$ cat src/design/assert_macros.svh
// Assertion macros for the design files
`ifndef ASSERT_MACROS_SVH
`define ASSERT_MACROS_SVH

// Condition must hold at every clock edge out of reset
`define ASSERT_ALWAYS(label, clk, rst_n, cond) \
  label: assert property (@(posedge clk) disable iff (!rst_n) (cond)) \
    else $error("assertion failed: cond");

// Antecedent implies consequent in the same cycle
`define ASSERT_IMPL(label, clk, rst_n, ante, cons) \
  label: assert property (@(posedge clk) disable iff (!rst_n) (ante) |-> (cons)) \
    else $error("assertion failed: ante implies cons");

`endif

$ cat src/design/ntlv_pkg.sv
// Constants and phase codes for the NDEF TLV record parser
package ntlv_pkg;

  localparam logic [7:0] PAYLOAD_LIMIT = 8'd32;
  localparam logic [7:0] BUF_LEN_RESET = 8'd32;

  localparam logic [7:0] TLV_NULL = 8'h00;
  localparam logic [7:0] TLV_NDEF = 8'h03;
  localparam logic [7:0] TLV_TERM = 8'hFE;

  localparam int FLAG_SR_BIT = 4;
  localparam int FLAG_IL_BIT = 3;

  localparam logic [3:0] PH_TLV_TYPE  = 4'd0;
  localparam logic [3:0] PH_OTHER_LEN = 4'd1;
  localparam logic [3:0] PH_SKIP      = 4'd2;
  localparam logic [3:0] PH_NDEF_LEN  = 4'd3;
  localparam logic [3:0] PH_FLAGS     = 4'd4;
  localparam logic [3:0] PH_TYPE_LEN  = 4'd5;
  localparam logic [3:0] PH_PAY_LEN   = 4'd6;
  localparam logic [3:0] PH_ID_LEN    = 4'd7;
  localparam logic [3:0] PH_ID_SKIP   = 4'd8;
  localparam logic [3:0] PH_TYPE      = 4'd9;
  localparam logic [3:0] PH_PAYLOAD   = 4'd10;
  localparam logic [3:0] PH_DONE      = 4'd11;

  localparam logic [1:0] OC_PENDING = 2'd0;
  localparam logic [1:0] OC_FOUND   = 2'd1;
  localparam logic [1:0] OC_FAILED  = 2'd2;

endpackage

$ cat src/design/ndef_tlv_record_parser.sv
// NDEF TLV record parser: tag buffer bytes in, payload bytes and verdict out
// Path from input accept to result: input register, then result register.
// One byte per cycle unless the output stalls; parse state updates once per byte.
// Bytes that produce no result leave nothing on the output channel.
// Reset (rst_n low, synchronous): buffer length 32, parse state cleared,
// both channel registers empty.
`include "assert_macros.svh"

module ndef_tlv_record_parser
  import ntlv_pkg::*;
(
  input  logic        clk,
  input  logic        rst_n,
  input  logic        cfg_wr_en,
  input  logic [7:0]  cfg_wr_data,   // buffer_length
  input  logic        in_tvalid,
  output logic        in_tready,
  input  logic [7:0]  in_tdata,      // [7:0] data_byte
  output logic        out_tvalid,
  input  logic        out_tready,
  output logic [23:0] out_tdata,     // [7:0] payload_byte, [15:8] type_byte,
                                     // [23:16] payload_length
  output logic        out_tlast,     // buffer_done
  output logic [1:0]  out_tuser      // [0] payload_valid, [1] found
);

  logic [7:0] buf_len_r;

  logic       in_v_r;
  logic [7:0] in_byte_r;
  logic       advance;

  logic [7:0] pos_r,   pos_nxt;
  logic [3:0] phase_r, phase_nxt;
  logic [7:0] rem_r,   rem_nxt;
  logic       sr_r,    sr_nxt;
  logic       il_r,    il_nxt;
  logic [7:0] tlen_r,  tlen_nxt;
  logic [7:0] plen_r,  plen_nxt;
  logic [7:0] rtype_r, rtype_nxt;
  logic [1:0] oc_r,    oc_nxt;

  logic       out_v_r;
  logic       o_pv_r, o_done_r, o_fnd_r;
  logic [7:0] o_pbyte_r, o_rtype_r, o_plen_r;

  logic [7:0] limit;
  logic [8:0] next_pos;
  logic       final_byte;
  logic [7:0] pay_len_c;
  logic [9:0] pay_end;
  logic       pay_fail;
  logic       res_pv, res_done, res_fnd;
  logic [7:0] res_rtype, res_plen;

  assign advance   = in_v_r && (!out_v_r || out_tready);
  assign in_tready = !in_v_r || advance;

  always_ff @(posedge clk) begin
    if (!rst_n) begin
      buf_len_r <= BUF_LEN_RESET;
    end else if (cfg_wr_en) begin
      buf_len_r <= cfg_wr_data;
    end
  end

  always_ff @(posedge clk) begin
    if (!rst_n) begin
      in_v_r <= 1'b0;
    end else if (in_tready) begin
      in_v_r <= in_tvalid;
    end
  end

  always_ff @(posedge clk) begin
    if (in_tready && in_tvalid) begin
      in_byte_r <= in_tdata;
    end
  end

  assign limit      = (buf_len_r == 8'd0) ? 8'd1 : buf_len_r;
  assign next_pos   = {1'b0, pos_r} + 9'd1;
  assign final_byte = next_pos >= {1'b0, limit};
  assign pay_len_c  = (phase_r == PH_PAY_LEN) ? in_byte_r : plen_r;
  assign pay_end    = {1'b0, next_pos} + {2'b00, pay_len_c};
  assign pay_fail   = (pay_len_c > PAYLOAD_LIMIT) || (pay_end > {2'b00, limit});

  always_comb begin
    logic go_type;
    logic go_pay;
    go_type   = 1'b0;
    go_pay    = 1'b0;
    pos_nxt   = next_pos[7:0];
    phase_nxt = phase_r;
    rem_nxt   = rem_r;
    sr_nxt    = sr_r;
    il_nxt    = il_r;
    tlen_nxt  = tlen_r;
    plen_nxt  = plen_r;
    rtype_nxt = rtype_r;
    oc_nxt    = oc_r;
    res_pv    = 1'b0;
    res_done  = 1'b0;
    res_fnd   = 1'b0;
    res_rtype = 8'd0;
    res_plen  = 8'd0;

    unique case (phase_r)
      PH_TLV_TYPE: begin
        if (in_byte_r == TLV_TERM) begin
          oc_nxt    = OC_FAILED;
          phase_nxt = PH_DONE;
        end else if (in_byte_r == TLV_NDEF) begin
          phase_nxt = PH_NDEF_LEN;
        end else if (in_byte_r != TLV_NULL) begin
          phase_nxt = PH_OTHER_LEN;
        end
      end
      PH_OTHER_LEN: begin
        rem_nxt   = in_byte_r;
        phase_nxt = (in_byte_r != 8'd0) ? PH_SKIP : PH_TLV_TYPE;
      end
      PH_SKIP: begin
        rem_nxt = rem_r - 8'd1;
        if (rem_nxt == 8'd0) phase_nxt = PH_TLV_TYPE;
      end
      PH_NDEF_LEN: begin
        phase_nxt = PH_FLAGS;
      end
      PH_FLAGS: begin
        sr_nxt    = in_byte_r[FLAG_SR_BIT];
        il_nxt    = in_byte_r[FLAG_IL_BIT];
        rem_nxt   = in_byte_r[FLAG_SR_BIT] ? 8'd1 : 8'd4;
        phase_nxt = PH_TYPE_LEN;
      end
      PH_TYPE_LEN: begin
        tlen_nxt  = in_byte_r;
        phase_nxt = PH_PAY_LEN;
      end
      PH_PAY_LEN: begin
        if (rem_r <= 8'd1) begin
          plen_nxt = in_byte_r;
          rem_nxt  = 8'd0;
          if (il_r) phase_nxt = PH_ID_LEN;
          else      go_type   = 1'b1;
        end else begin
          rem_nxt = rem_r - 8'd1;
        end
      end
      PH_ID_LEN: begin
        rem_nxt = in_byte_r;
        if (in_byte_r == 8'd0) go_type   = 1'b1;
        else                   phase_nxt = PH_ID_SKIP;
      end
      PH_ID_SKIP: begin
        rem_nxt = rem_r - 8'd1;
        if (rem_nxt == 8'd0) go_type = 1'b1;
      end
      PH_TYPE: begin
        if (rem_r == tlen_r) rtype_nxt = in_byte_r;
        rem_nxt = rem_r - 8'd1;
        if (rem_nxt == 8'd0) go_pay = 1'b1;
      end
      PH_PAYLOAD: begin
        res_pv  = 1'b1;
        rem_nxt = rem_r - 8'd1;
        if (rem_nxt == 8'd0) begin
          oc_nxt    = OC_FOUND;
          phase_nxt = PH_DONE;
        end
      end
      default: begin
      end
    endcase

    if (go_type) begin
      if (tlen_r == 8'd0) begin
        rtype_nxt = 8'd0;
        go_pay    = 1'b1;
      end else begin
        phase_nxt = PH_TYPE;
        rem_nxt   = tlen_r;
      end
    end

    if (go_pay) begin
      if (pay_fail) begin
        oc_nxt    = OC_FAILED;
        phase_nxt = PH_DONE;
      end else if (pay_len_c == 8'd0) begin
        oc_nxt    = OC_FOUND;
        phase_nxt = PH_DONE;
      end else begin
        phase_nxt = PH_PAYLOAD;
        rem_nxt   = pay_len_c;
      end
    end

    if (final_byte) begin
      res_done = 1'b1;
      if (oc_nxt == OC_FOUND) begin
        res_fnd   = 1'b1;
        res_rtype = rtype_nxt;
        res_plen  = plen_nxt;
      end else if (phase_nxt == PH_PAYLOAD && plen_nxt >= rem_nxt) begin
        res_plen = plen_nxt - rem_nxt;
      end
      pos_nxt   = 8'd0;
      phase_nxt = PH_TLV_TYPE;
      rem_nxt   = 8'd0;
      sr_nxt    = 1'b0;
      il_nxt    = 1'b0;
      tlen_nxt  = 8'd0;
      plen_nxt  = 8'd0;
      rtype_nxt = 8'd0;
      oc_nxt    = OC_PENDING;
    end
  end

  always_ff @(posedge clk) begin
    if (!rst_n) begin
      pos_r   <= 8'd0;
      phase_r <= PH_TLV_TYPE;
      rem_r   <= 8'd0;
      sr_r    <= 1'b0;
      il_r    <= 1'b0;
      tlen_r  <= 8'd0;
      plen_r  <= 8'd0;
      rtype_r <= 8'd0;
      oc_r    <= OC_PENDING;
    end else if (advance) begin
      pos_r   <= pos_nxt;
      phase_r <= phase_nxt;
      rem_r   <= rem_nxt;
      sr_r    <= sr_nxt;
      il_r    <= il_nxt;
      tlen_r  <= tlen_nxt;
      plen_r  <= plen_nxt;
      rtype_r <= rtype_nxt;
      oc_r    <= oc_nxt;
    end
  end

  always_ff @(posedge clk) begin
    if (!rst_n) begin
      out_v_r <= 1'b0;
    end else if (advance) begin
      out_v_r <= res_pv || res_done;
    end else if (out_tready) begin
      out_v_r <= 1'b0;
    end
  end

  always_ff @(posedge clk) begin
    if (advance && (res_pv || res_done)) begin
      o_pv_r    <= res_pv;
      o_pbyte_r <= res_pv ? in_byte_r : 8'd0;
      o_done_r  <= res_done;
      o_fnd_r   <= res_fnd;
      o_rtype_r <= res_rtype;
      o_plen_r  <= res_plen;
    end
  end

  assign out_tvalid = out_v_r;
  assign out_tdata  = {o_plen_r, o_rtype_r, o_pbyte_r};
  assign out_tlast  = o_done_r;
  assign out_tuser  = {o_fnd_r, o_pv_r};

  // found only on final byte; lengths within limit; rem nonzero in payload
  `ASSERT_IMPL(a_found_on_last, clk, rst_n, out_v_r && o_fnd_r, o_done_r)
  `ASSERT_IMPL(a_found_len_ok, clk, rst_n, out_v_r && o_fnd_r, o_plen_r <= PAYLOAD_LIMIT)
  `ASSERT_IMPL(a_payload_rem_nz, clk, rst_n, phase_r == PH_PAYLOAD, rem_r != 8'd0)
  `ASSERT_IMPL(a_payload_in_limit, clk, rst_n, phase_r == PH_PAYLOAD, plen_r <= PAYLOAD_LIMIT)

endmodule

$ cat config.mk
export PLATFORM = sky130hd
export DESIGN_NAME = ndef_tlv_record_parser
export DESIGN_NICKNAME = d
export VERILOG_FILES = /design/src/design/ntlv_pkg.sv /design/src/design/ndef_tlv_record_parser.sv
export VERILOG_INCLUDE_DIRS = /design/src /design/src/design
export SDC_FILE = /design/constraint.sdc
export NUM_CORES = 1
export LEC_CHECK = 0
export CAP_MARGIN = 30
export CORE_AREA = 4 4 131 133
export DETAILED_ROUTE_END_ITERATION = 12
export DIE_AREA = 0 0 135 137
export DONT_BUFFER_PORTS = 1
export GPL_TIMING_DRIVEN = 0
export MAX_ROUTING_LAYER = met4
export PLACE_DENSITY = 0.56
export SLEW_MARGIN = 20
export SYNTH_ARGS = -nofsm -noshare
export SYNTH_HDL_FRONTEND = slang
export SYNTH_SLANG_ARGS = --single-unit
$ cat constraint.sdc
create_clock -name clk -period 20.9 [get_ports clk]
set_input_delay 1.045 -clock clk [delete_from_list [all_inputs] [get_ports clk]]
set_output_delay 1.045 -clock clk [all_outputs]
set_load 0.05 [all_outputs]
# Word level (Yosys, flattened, before mapping)
# Index checks and enable logic that the tools add are counted.
# word_totals
ff_bits	92
in_bits	21
output_inout_bits	29
word_cells	129
# op_classes
n_addsub	4
magnitude_cmp	5
eq_ne	15
n_mux	62
reduce_logical	25
# ops
op	n
$mux W8	22
$mux W4	12
$logic_not A8 Y1	5
$pmux W4 S9	1
$pmux W8 S4	1
$eq A4 B3 Y1 const B	4
$eq A4 B4 Y1 const B	4
$mux W1	16
$mux W2	7
$add A9 B8 Y10	1
$gt A10 B8 Y1	1
$add A8 B1 Y9 const B	1
$ge A9 B8 Y1	1
$eq A4 B2 Y1 const B	2
$eq A8 B2 Y1 const B	1
$eq A8 B8 Y1	1
$eq A8 B8 Y1 const B	1
$ge A8 B8 Y1	1
$gt A8 B6 Y1 const B	1
$le A8 B1 Y1 const B	1
$reduce_bool A8 Y1	1
$sub A8 B1 Y8 const B	1
$sub A8 B8 Y8	1
$reduce_and A2 Y1	3
other kinds (12)	21

# Longest topological paths before layout
# Gate-level depths: netlist of the first run.
# logic_depth
depth_word	12
mapped_depth	29
depth_no_buf	28

# Worst setup path after synthesis of the first run
# OpenSTA, ideal clock, no wires.
# synth_path
path_type	reg-to-reg
startpoint	register phase_r[2]
endpoint	register o_plen_r[3] (data pin)
setup_ns	0.170
arrival_time_ns	6.721
required_time_ns	20.730
path_slack_ns	14.009
path_stages_with_launch	29
path_buffers	2
synth_period_minus_slack_ns	6.891
cell_sequence	dfxtp_1 buf_2 and4bb_2 clkbuf_1 mux2_2 ha_1 a21oi_1 maj3_1 o31ai_1 a21o_1 a21oi_1 xnor2_1 ha_1 a211o_1 a211oi_1 o21ai_0 a211oi_1 nand4_1 mux2_2 ha_1 fa_1 nand2b_1 a21oi_1 o21ai_0 nand3b_1 nand3_1 a211o_1 a221o_2 o32ai_2
# synth_via
elab_chain_len	12
word_cells_on_any_way	55
classes_between	add/sub: 2; order compare: 3; eq/ne: 12; mux: 32; reduce/logical: 6
# synth_lines
element	line	source
start, declared	ndef_tlv_record_parser.sv:34	logic [3:0] phase_r, phase_nxt;
start signal, assigned	ndef_tlv_record_parser.sv:233	phase_r <= phase_nxt;
branches (longest 11 deep; another with $add A9 B8 Y10)	n/a	
$mux W8 (*)	ndef_tlv_record_parser.sv:201	if (oc_nxt == OC_FOUND) begin
end signal, assigned	ndef_tlv_record_parser.sv:261	o_plen_r <= res_plen;
end, declared	ndef_tlv_record_parser.sv:45	logic [7:0] o_pbyte_r, o_rtype_r, o_plen_r;
# Every way passes the cells marked *.
# A chain may end at the register's enable or synchronous reset.

# Worst setup path after layout of the first run
# layout_path
startpoint	register phase_r[1]
endpoint	register o_plen_r[7] (data pin)
# The elaborated chain is that of the path after synthesis.

==> results of run 1 <==
[stage by stage]
stage | power (W) | cells | cell area, um^2 | util (%)
6_report | 0.000418 | 941 | 6850 | 43.3
5_1_grt | 0.000434 | 941 | 6850 | 43.3
4_1_cts | 0.000419 | 940 | 6850 | 43.3
3_5_place_dp | 0.000256 | 924 | 6560 | 41.5
3_3_place_gp | 0.000255 | 923 | 6530 | 41.2
2_1_floorplan | 0.000238 | 707 | 6260 | -
[registers in the layout, indices dropped and copies added (netlist names)]
signal / cells
buf_len_r: 8
il_r: 1
in_byte_r: 8
in_v_r: 1
o_fnd_r: 1
o_pbyte_r: 8
o_plen_r: 8
o_pv_r: 1
o_rtype_r: 8
oc_r: 2
out_tlast: 1
out_tvalid: 1
phase_r: 4
plen_r: 8
pos_r: 8
rem_r: 8
rtype_r: 8
tlen_r: 8
[kinds of logic (layout without fill, tap and decap cells)]
kind of cell    count (synthesis)  after routing  share of synthesized area [%]
fa+ha+maj                      35             35                           7.20
buf+inv                        91            109                           5.74
mux                            35             35                           5.76
flops                          92             92                           35.0
xor+xnor                       30             30                           4.20
compound gates                182            182                           21.1
simple gates                  242            242                           21.0
[final cells by class]
class | instances | area share, %
well taps | 216 | 3.94
plain buffers | 49 | 2.94
multi-input cells | 524 | 54.2
inverters | 42 | 2.30
repair buffers | 2 | 0.475
clock inverters | 7 | 0.913
clock buffers | 9 | 3.29
flip-flops and latches | 92 | 32.0
[cell usage in the layout, fill, tap and decap left out, types with 5 or more instances in the layout]
cell / n
o21a_1: 8
dfxtp_1: 57
nor2b_1: 44
o22ai_1: 7
xor2_1: 11
a21boi_0: 7
edfxtp_1: 35
mux2_2: 8
nand3b_1: 5
clkbuf_1: 41
ha_1: 32
inv_1: 38
nor2_1: 40
mux2i_1: 27
or3_1: 5
and2_1: 6
a32o_1: 5
clkbuf_16: 9
nor3_1: 28
nand4_1: 7
buf_2: 6
nand2b_1: 7
a21o_1: 5
or4_1: 8
nor4_1: 6
nand3_1: 17
a22oi_1: 21
a211oi_1: 8
o21ai_0: 21
and3_1: 13
a21oi_1: 37
nand2_1: 41
xnor2_1: 19
[cells in the mapped netlist (17+ instances only)]
| master | instances |
|---|---|
| mux2i_1 | 27 |
| a22oi_1 | 21 |
| nand3_1 | 17 |
| nor2b_1 | 44 |
| ha_1 | 32 |
| nor3_1 | 28 |
| edfxtp_1 | 35 |
| o21ai_0 | 21 |
| xnor2_1 | 19 |
| clkbuf_1 | 41 |
| a21oi_1 | 37 |
| nor2_1 | 41 |
| inv_1 | 38 |
| dfxtp_1 | 57 |
| nand2_1 | 41 |
[critical path, delay by kind of cell, from the launching register on]
kind | cells | cell delay, ns
AND/OR/NAND/NOR | 5 | 1.13
flip-flops | 1 | 0.48
buffers and inverters | 1 | 0.49
XOR/XNOR | 1 | 0.14
AO/OA/AOI/OAI | 13 | 3.37
multiplexers | 2 | 0.88
adder cells (fa/ha/maj) | 5 | 1.63
[power by group through the flow]
stage	logic [W]	registers (W)	clock network, W
CTS	0.0000598	0.000193	0.000167
detailed placement	0.0000594	0.000197	0
global placement	0.0000582	0.000197	0
floorplan	0.0000422	0.000196	0
finish	0.0000607	0.000193	0.000165
global route	0.0000668	0.000193	0.000175
[metal layers]
metal | vias to the layer above | GRT usage [%] | wire [um]
met3 | 28 | 3.60 | 1070
li1 | 2647 | - | -
met4 | 0 | 6.61 | 367
met1 | 2681 | 28.5 | 8720
met5 | - | - | 0
met2 | 202 | 35.8 | 9160
[worst max path at each step]
stage	depth (start not counted)	end	slack, ns	start
finish	27	o_plen_r[7]$_SDFFCE_PP0P_	12.59	phase_r[1]$_SDFFE_PN0P_
global route	27	o_plen_r[7]$_SDFFCE_PP0P_	12.04	phase_r[1]$_SDFFE_PN0P_
CTS	28	o_plen_r[7]$_SDFFCE_PP0P_	12.66	phase_r[2]$_SDFFE_PN0P_
detailed placement	28	o_plen_r[7]$_SDFFCE_PP0P_	12.72	phase_r[2]$_SDFFE_PN0P_
global placement	28	o_plen_r[7]$_SDFFCE_PP0P_	12.72	phase_r[2]$_SDFFE_PN0P_
floorplan	28	o_plen_r[3]$_SDFFCE_PP0P_	14.01	phase_r[2]$_SDFFE_PN0P_
==> impl_metrics.toml, run 1 <==
[route]
viasPerCell = 5.91
drtAntennaViolNets = 0
firstDrtPassIters = 5
drtIter0Drc = 629
wire_per_inst_um = 20.5
route.detailed.drc = 0
via_count = 5558
wl_um = 19300

[logic_synthesis]
ys_top_cells_by_area = "dfxtp_1 (18%), edfxtp_1 (17%), ha_1 (6.4%), nor2b_1 (4.4%), mux2i_1 (4.3%)"
ys_seq_area_share_pct = 35.0
synth-edff-count = 35
ys_types = 75
synthCells = 707
synth_seq_cells = 92
synth_top_area_cell = "dfxtp_1"
synth_nets = 762
synth_warnings = 0
synth-main-ff-cell = "dfxtp_1"
synthArstFlopShare_pct = 0
yosys.area.top_type_share_pct = 18.2
syn-mean-instance-area_um2 = 8.85
syn_area_mm2 = 0.00626

[flow_run]
cap_violations = 0

[critical_path]
end_kind = "flip-flop"
path_class = "flip-flop to flip-flop"
reg2regPathDepth = 27
r2r-start = "phase_r[1]$_SDFFE_PN0P_"
cpPeakStageDelay_ns = 0.64
crit_arrival_ns = 8.48
rrSetupSlack_ns = 12.59
crit_slowest_cell = "a211oi_1"
start_kind = "flip-flop"
required_ns = 21.07
cp_max_fo = 10
r2r-end = "o_plen_r[7]$_SDFFCE_PP0P_"

[timing]
rsz0062_at_grt = "false"
max_slew.worst_pin.slew_ns = 0.806
relSlewSlack_pct = 46.2
whs_ns = 0.458
fmax_mhz = 120
fin_setup_tns_ns = 0
setup_viol = 0
fin_ws_ns = 12.59
hold_viol = 0
fin_crit_sh_pct = 39.7
finalMaxSlewViolations = 0
clock-skew-final_ns = 0.00873
fin_crit_ns = 8.31

[floorplanning]
io_pins = 50
core_mm2 = 0.0158
num_rows = 46
start_util_pct = 39.5
die_y_um = 137
die_w_um = 135
die_area_mm2 = 0.0185

[clock_tree]
ctsLongestPathBuffers = 2
cts_resized = 0
hold_buffers = 0
numClockSinks = 92
clk_latency_ns = 0.36
ctsRootBufferMaster = "clkbuf_16"
cts_htree_levels = 3
cts_tree = "yes"
postCtsSetupRepairBufs = 0
path_clk_slew_ns = 0.08
numCtsBuffers = 9

[power_and_ir_drop]
power.internal_w = 0.000294
p_seq_share_pct = 46.1
leakage_nw = 2.62
p_sw_w = 0.000124
clock_power_share_pct = 39.4
comb_power_share_pct = 14.5
ir_drop_uv = 38.2
swShare_pct = 29.6
power.density_mw_per_mm2 = 61.0

[global_routing]
grt_pass1_vias = 5374
grt_first_pass_wirelength_um = 30300
gr-usage-all-layers_pct = 22.0
antenna_found_initial = 0
grt_max_degree = 20
grt-ovfl-total = 0

[layout]
syn_to_final_growth_pct = 9.56
fillerInstances = 1578
num_antenna_cells = 0
fin_nets = 775
drive_above_1_share_pct = 7.86
multi_input_area_mm2 = 0.00371
seqCellArea_mm2 = 0.00219

[place]
gp_congestion = 0.944
pre_cts_slack_ns = 12.72
hpwlAfterDp_um = 14600
port_buffers = 0

[worst_hold_path]
holdPathEnd = "oc_r[0]$_SDFFE_PN0P_"
whs_path_depth = 2
min_path_type = "flip-flop to flip-flop"
hp-start = "oc_r[0]$_SDFFE_PN0P_"

[outcome]
status = "completed"
Note: power is estimated with default switching activity, not from simulation.
==> inputs of run 2 (changes only) <==
--- a/config.mk
+++ b/config.mk
@@ -13,7 +13,7 @@
 export DONT_BUFFER_PORTS = 1
 export GPL_TIMING_DRIVEN = 0
 export MAX_ROUTING_LAYER = met4
-export PLACE_DENSITY = 0.56
+export PLACE_DENSITY = 0.58
 export SLEW_MARGIN = 20
 export SYNTH_ARGS = -nofsm -noshare
 export SYNTH_HDL_FRONTEND = slang
==> constraint.sdc (replaced) <==
create_clock -name clk -period 7.6 [get_ports clk]
set_input_delay 0.38 -clock clk [delete_from_list [all_inputs] [get_ports clk]]
set_output_delay 0.38 -clock clk [all_outputs]
set_load 0.05 [all_outputs]
==> run 2 against run 1 <==
Global-route usage decreased by 0.42 points. Sequential share of layout area decreased by 0.29 points. Maximum frequency increased by 14%. Via count increased by 1.6%. Non-clock buffer count increased by 3. Hold slack got worse by 0.34 ns.
==> impl_metrics.toml, run 2 (synthesized netlist as in run 1, its figures left out) <==
[timing]
hold_viol = 0
whs_ns = 0.117
max_slew.worst_pin.slew_ns = 0.975
setup_viol = 0
clock-skew-final_ns = 0.0147
relSlewSlack_pct = 34.5
fin_crit_sh_pct = 96.0
finalMaxSlewViolations = 0
fmax_mhz = 137
fin_ws_ns = 0.305
fin_crit_ns = 7.30

[layout]
fin_nets = 778
fillerInstances = 1590
mostFrequentLayoutCells = "dfxtp_1 (57), nor2b_1 (44), nand2_1 (41)"
num_antenna_cells = 0
final_common_cell = "dfxtp_1"
syn_to_final_growth_pct = 10.6
post-route-util_pct = 43.7
drive_above_1_share_pct = 8.79
post-route-cell-area_mm2 = 0.00692

[place]
gp_congestion = 0.968
placed_area_mm2 = 0.00656
pre_cts_slack_ns = -0.526
port_buffers = 0
hpwlAfterDp_um = 14400

[power_and_ir_drop]
total_power_w = 0.00117
power.density_mw_per_mm2 = 168
leakage_nw = 2.65
ir_drop_uv = 109

[clock_tree]
numClockSinks = 92
hold_buffers = 0
numCtsBuffers = 9
cts_tree = "yes"
path_clk_slew_ns = 0.08
ctsRootBufferMaster = "clkbuf_16"
cts_htree_levels = 3
ctsLongestPathBuffers = 2
clk_latency_ns = 0.36

[flow_run]
cap_violations = 0

[route]
wire_per_inst_um = 20.5
wl_um = 19400
route.detailed.drc = 0
via_count = 5645
firstDrtPassIters = 5
viasPerCell = 5.98
drtAntennaViolNets = 0
drtIter0Drc = 662

[floorplanning]
die_w_um = 135
io_pins = 50
core_mm2 = 0.0158
num_rows = 46
start_util_pct = 39.5
die_y_um = 137
die_area_mm2 = 0.0185

[critical_path]
critPathTopFamily = "compound AO/OA/AOI/OAI gates"
cp_max_fo = 9
path_class = "flip-flop to flip-flop"
start_kind = "flip-flop"
critPathBufInv = 1
r2r-end = "o_plen_r[5]$_SDFFCE_PP0P_"
required_ns = 7.78
rrSetupSlack_ns = 0.30
end_kind = "flip-flop"
reg2regPathDepth = 27
crit_arrival_ns = 7.47
r2r-start = "phase_r[2]$_SDFFE_PN0P_"
cpPeakStageDelay_ns = 0.42
crit_slowest_cell = "a221o_2"

[worst_hold_path]
min_path_type = "input port to flip-flop"
holdPathEnd = "in_byte_r[7]$_DFFE_PP_"
hp-start = "in_tdata[7]"
whs_path_depth = 0

[global_routing]
grt_max_degree = 20
grt_pass1_vias = 5461
grt_first_pass_wirelength_um = 30400
gr-usage-all-layers_pct = 21.6
antenna_found_initial = 0
grt-ovfl-total = 0

[outcome]
status = "completed"
## run 2: how the worst max path moves through the flow
stage	start	endpoint	slack, ns	depth (start not counted)
after floorplan	phase_r[2]$_SDFFE_PN0P_	o_plen_r[7]$_SDFFCE_PP0P_	0.71	28
after CTS	phase_r[2]$_SDFFE_PN0P_	o_plen_r[5]$_SDFFCE_PP0P_	0.005	27
after detailed placement	phase_r[2]$_SDFFE_PN0P_	o_plen_r[7]$_SDFFCE_PP0P_	-0.53	28
after global routing	phase_r[2]$_SDFFE_PN0P_	o_plen_r[5]$_SDFFCE_PP0P_	-0.04	28
after global placement	phase_r[2]$_SDFFE_PN0P_	o_plen_r[5]$_SDFFCE_PP0P_	-0.50	28
final	phase_r[2]$_SDFFE_PN0P_	o_plen_r[5]$_SDFFCE_PP0P_	0.30	27
## run 2: final cells by class
class | count | area, um^2 | share of cell area, %
Clock inverter | 6 | 62.6 | 0.904
Clock buffer | 10 | 239 | 3.46
Multi-Input combinational cell | 524 | 3730 | 54.0
Timing Repair Buffer | 6 | 65.1 | 0.941
Sequential cell | 92 | 2190 | 31.7
Inverter | 42 | 158 | 2.28
Buffer | 48 | 198 | 2.86
Tap cell | 216 | 270 | 3.91
## run 2: worst register-to-register path: stages, from the launching register on
cell and delay, ns:
dfxtp_1 0.31, buf_2 0.19, and4bb_4 0.34, mux2_2 0.41, ha_1 0.29, a21oi_1 0.07, maj3_1 0.40, o31ai_2 0.32
a21o_1 0.18, a21oi_1 0.08, xnor2_1 0.14, ha_1 0.31, a211o_1 0.26, a211oi_1 0.19, o21ai_0 0.15, a211oi_2 0.38
nand4_1 0.25, mux2_2 0.38, ha_1 0.25, fa_1 0.40, nand2b_1 0.18, a21oi_1 0.24, o21ai_0 0.16, nand3b_1 0.11
nand3_1 0.12, a211o_1 0.29, a221o_2 0.43, o32ai_2 0.31
## run 2: power by group
part / internal, W / switching (W) / total [W] / leakage [nW]
Sequential: 0.000519 / 0.0000110 / 0.000530 / 0.786
Combinational: 0.0000591 / 0.000108 / 0.000168 / 1.71
Clock: 0.000242 / 0.000225 / 0.000468 / 0.151
## run 2: routing by layer
layer | vias up | global-route usage [%] | part of all wire [%]
li1 | 2639 | - | -
met1 | 2752 | 28.0 | 44
met2 | 223 | 35.0 | 48
met3 | 31 | 3.31 | 6.1
met4 | 0 | 6.89 | 2.2
met5 | - | - | 0
## run 2: through the flow
stage / std cells / TNS [ns]
floorplan: 707 / 0
global placement: 923 / -3.22
detailed placement: 924 / -3.49
CTS: 939 / 0
global route: 944 / -0.0453
finish: 944 / 0
## run 2: timing repair
action / in CTS / in global routing
pin swaps: 0 / 2
endpoints found under the hold margin: 0 / 0
setup buffers: 0 / 5
gates resized for setup: 2 / 2
endpoints found under the setup margin: 8 / 8
==> inputs of run 3 (changes only) <==
==> constraint.sdc (replaced) <==
create_clock -name clk -period 6 [get_ports clk]
set_input_delay 0.3 -clock clk [delete_from_list [all_inputs] [get_ports clk]]
set_output_delay 0.3 -clock clk [all_outputs]
set_load 0.05 [all_outputs]
==> run 3 against run 2 <==
The flow now finishes with violations (setup timing). First-iteration DRC count down 14%. Sequential cell count stayed put. Highest routed layer unchanged. Clock power increased by 21%. Critical endpoint is now o_plen_r[0]$_SDFFCE_PP0P_. Total power grew 27%.
==> impl_metrics.toml, run 3 (synthesized netlist as in run 1, its figures left out) <==
[power_and_ir_drop]
ir_drop_uv = 137
power.density_mw_per_mm2 = 204
leakage_nw = 2.76

[global_routing]
gr-usage-all-layers_pct = 21.9
grt_max_degree = 20
antenna_found_initial = 0
grt_first_pass_wirelength_um = 30500
grt-ovfl-total = 0
grt_pass1_vias = 5419

[critical_path]
path_class = "flip-flop to flip-flop"
crit_arrival_ns = 6.48
start_kind = "flip-flop"
critPathBufInv = 4
crit_slowest_cell = "clkbuf_1"
required_ns = 6.18
cp_max_fo = 10
end_kind = "flip-flop"
critPathTopFamily = "compound AO/OA/AOI/OAI gates"
cpPeakStageDelay_ns = 0.59

[timing]
rsz0062_at_grt = "true"
setup_viol = 8
fin_crit_ns = 6.31
max_slew.worst_pin.slew_ns = 0.889
hold_viol = 0
finalMaxSlewViolations = 0
whs_ns = 0.0409
relSlewSlack_pct = 40.3
clock-skew-final_ns = 0.0105
fin_ws_ns = -0.306
fin_crit_sh_pct = 105
fmax_mhz = 159

[clock_tree]
ctsRootBufferMaster = "clkbuf_16"
clk_latency_ns = 0.35
numClockSinks = 92
hold_buffers = 0
cts_tree = "yes"
numCtsBuffers = 9
path_clk_slew_ns = 0.07
ctsLongestPathBuffers = 2
cts_htree_levels = 3

[route]
firstDrtPassIters = 5
drtAntennaViolNets = 0
wire_per_inst_um = 20.2
drtIter0Drc = 570
route.detailed.drc = 0
wl_um = 19300
viasPerCell = 5.91
via_count = 5672

[flow_run]
cap_violations = 0

[place]
placed_area_mm2 = 0.00666
hpwlAfterDp_um = 14600
pre_cts_slack_ns = -1.00
gp_congestion = 0.918
port_buffers = 0

[outcome]
status = "finished, violations left"
violations = "setup timing"

[layout]
fin_nets = 794
mostFrequentLayoutCells = "dfxtp_1 (52), nor2b_1 (44), nand2_1 (41)"
post-route-cell-area_mm2 = 0.00723
fillerInstances = 1568
final_common_cell = "dfxtp_1"
seqCellArea_mm2 = 0.00220
num_antenna_cells = 0
drive_above_1_share_pct = 14.5
multi_input_area_mm2 = 0.00390
syn_to_final_growth_pct = 15.6

[floorplanning]
num_rows = 46
core_mm2 = 0.0158
start_util_pct = 39.5
die_y_um = 137
die_w_um = 135
die_area_mm2 = 0.0185
io_pins = 50

[worst_hold_path]
min_path_type = "input port to flip-flop"
-- run 3: final timing paths --
path                          startpoint                        end  slack, ns  depth (start not counted)
setup reg to reg  in_byte_r[4]$_DFFE_PP_  o_plen_r[0]$_SDFFCE_PP0P_      -0.31                         27
hold / removal               in_tdata[3]     in_byte_r[3]$_DFFE_PP_       0.04                          0
setup / recovery  in_byte_r[4]$_DFFE_PP_  o_plen_r[0]$_SDFFCE_PP0P_      -0.31                         27
hold reg to reg     oc_r[0]$_SDFFE_PN0P_       oc_r[0]$_SDFFE_PN0P_       0.46                          2
-- run 3: layout make-up --
type	count	share of cell area, %
Multi-Input combinational cell	524	53.9
Sequential cell	92	30.4
Tap cell	216	3.74
Clock buffer	11	3.50
Buffer	47	2.98
Timing Repair Buffer	23	2.66
Inverter	42	2.18
Clock inverter	5	0.606
-- run 3: report_power, final --
part | total (W) | switching (W) | internal [W] | leakage [nW]
clock network | 0.000564 | 0.000255 | 0.000309 | 0.140
registers | 0.000672 | 0.0000152 | 0.000657 | 0.793
logic | 0.000241 | 0.000143 | 0.0000979 | 1.82
total | 0.00148 | 0.000413 | 0.00106 | 2.76
-- run 3: layer usage --
metal	wire (um)	global-route usage, %	share of wire [%]
met5	0	-	0
met4	451	7.33	2.3
met3	1230	3.57	6.3
met2	9450	35.5	49
met1	8220	28.0	42
-- run 3: what timing repair did --
action	4_1_cts	5_1_grt
endpoints found under the setup margin	8	8
resized for setup	15	12
pin swaps	18	5
setup buffers	15	7
-- run 3: metrics by stage --
step / total power [W] / utilization (%) / cells / setup TNS (ns)
after floorplan: 0.000836 / - / 707 / -0.607
after global placement: 0.000893 / 41.9 / 923 / -6.96
after detailed placement: 0.000898 / 42.1 / 924 / -7.46
after CTS: 0.00147 / 45.1 / 955 / -1.69
after global routing: 0.00154 / 45.7 / 960 / -3.69
final: 0.00148 / 45.7 / 960 / -2.03
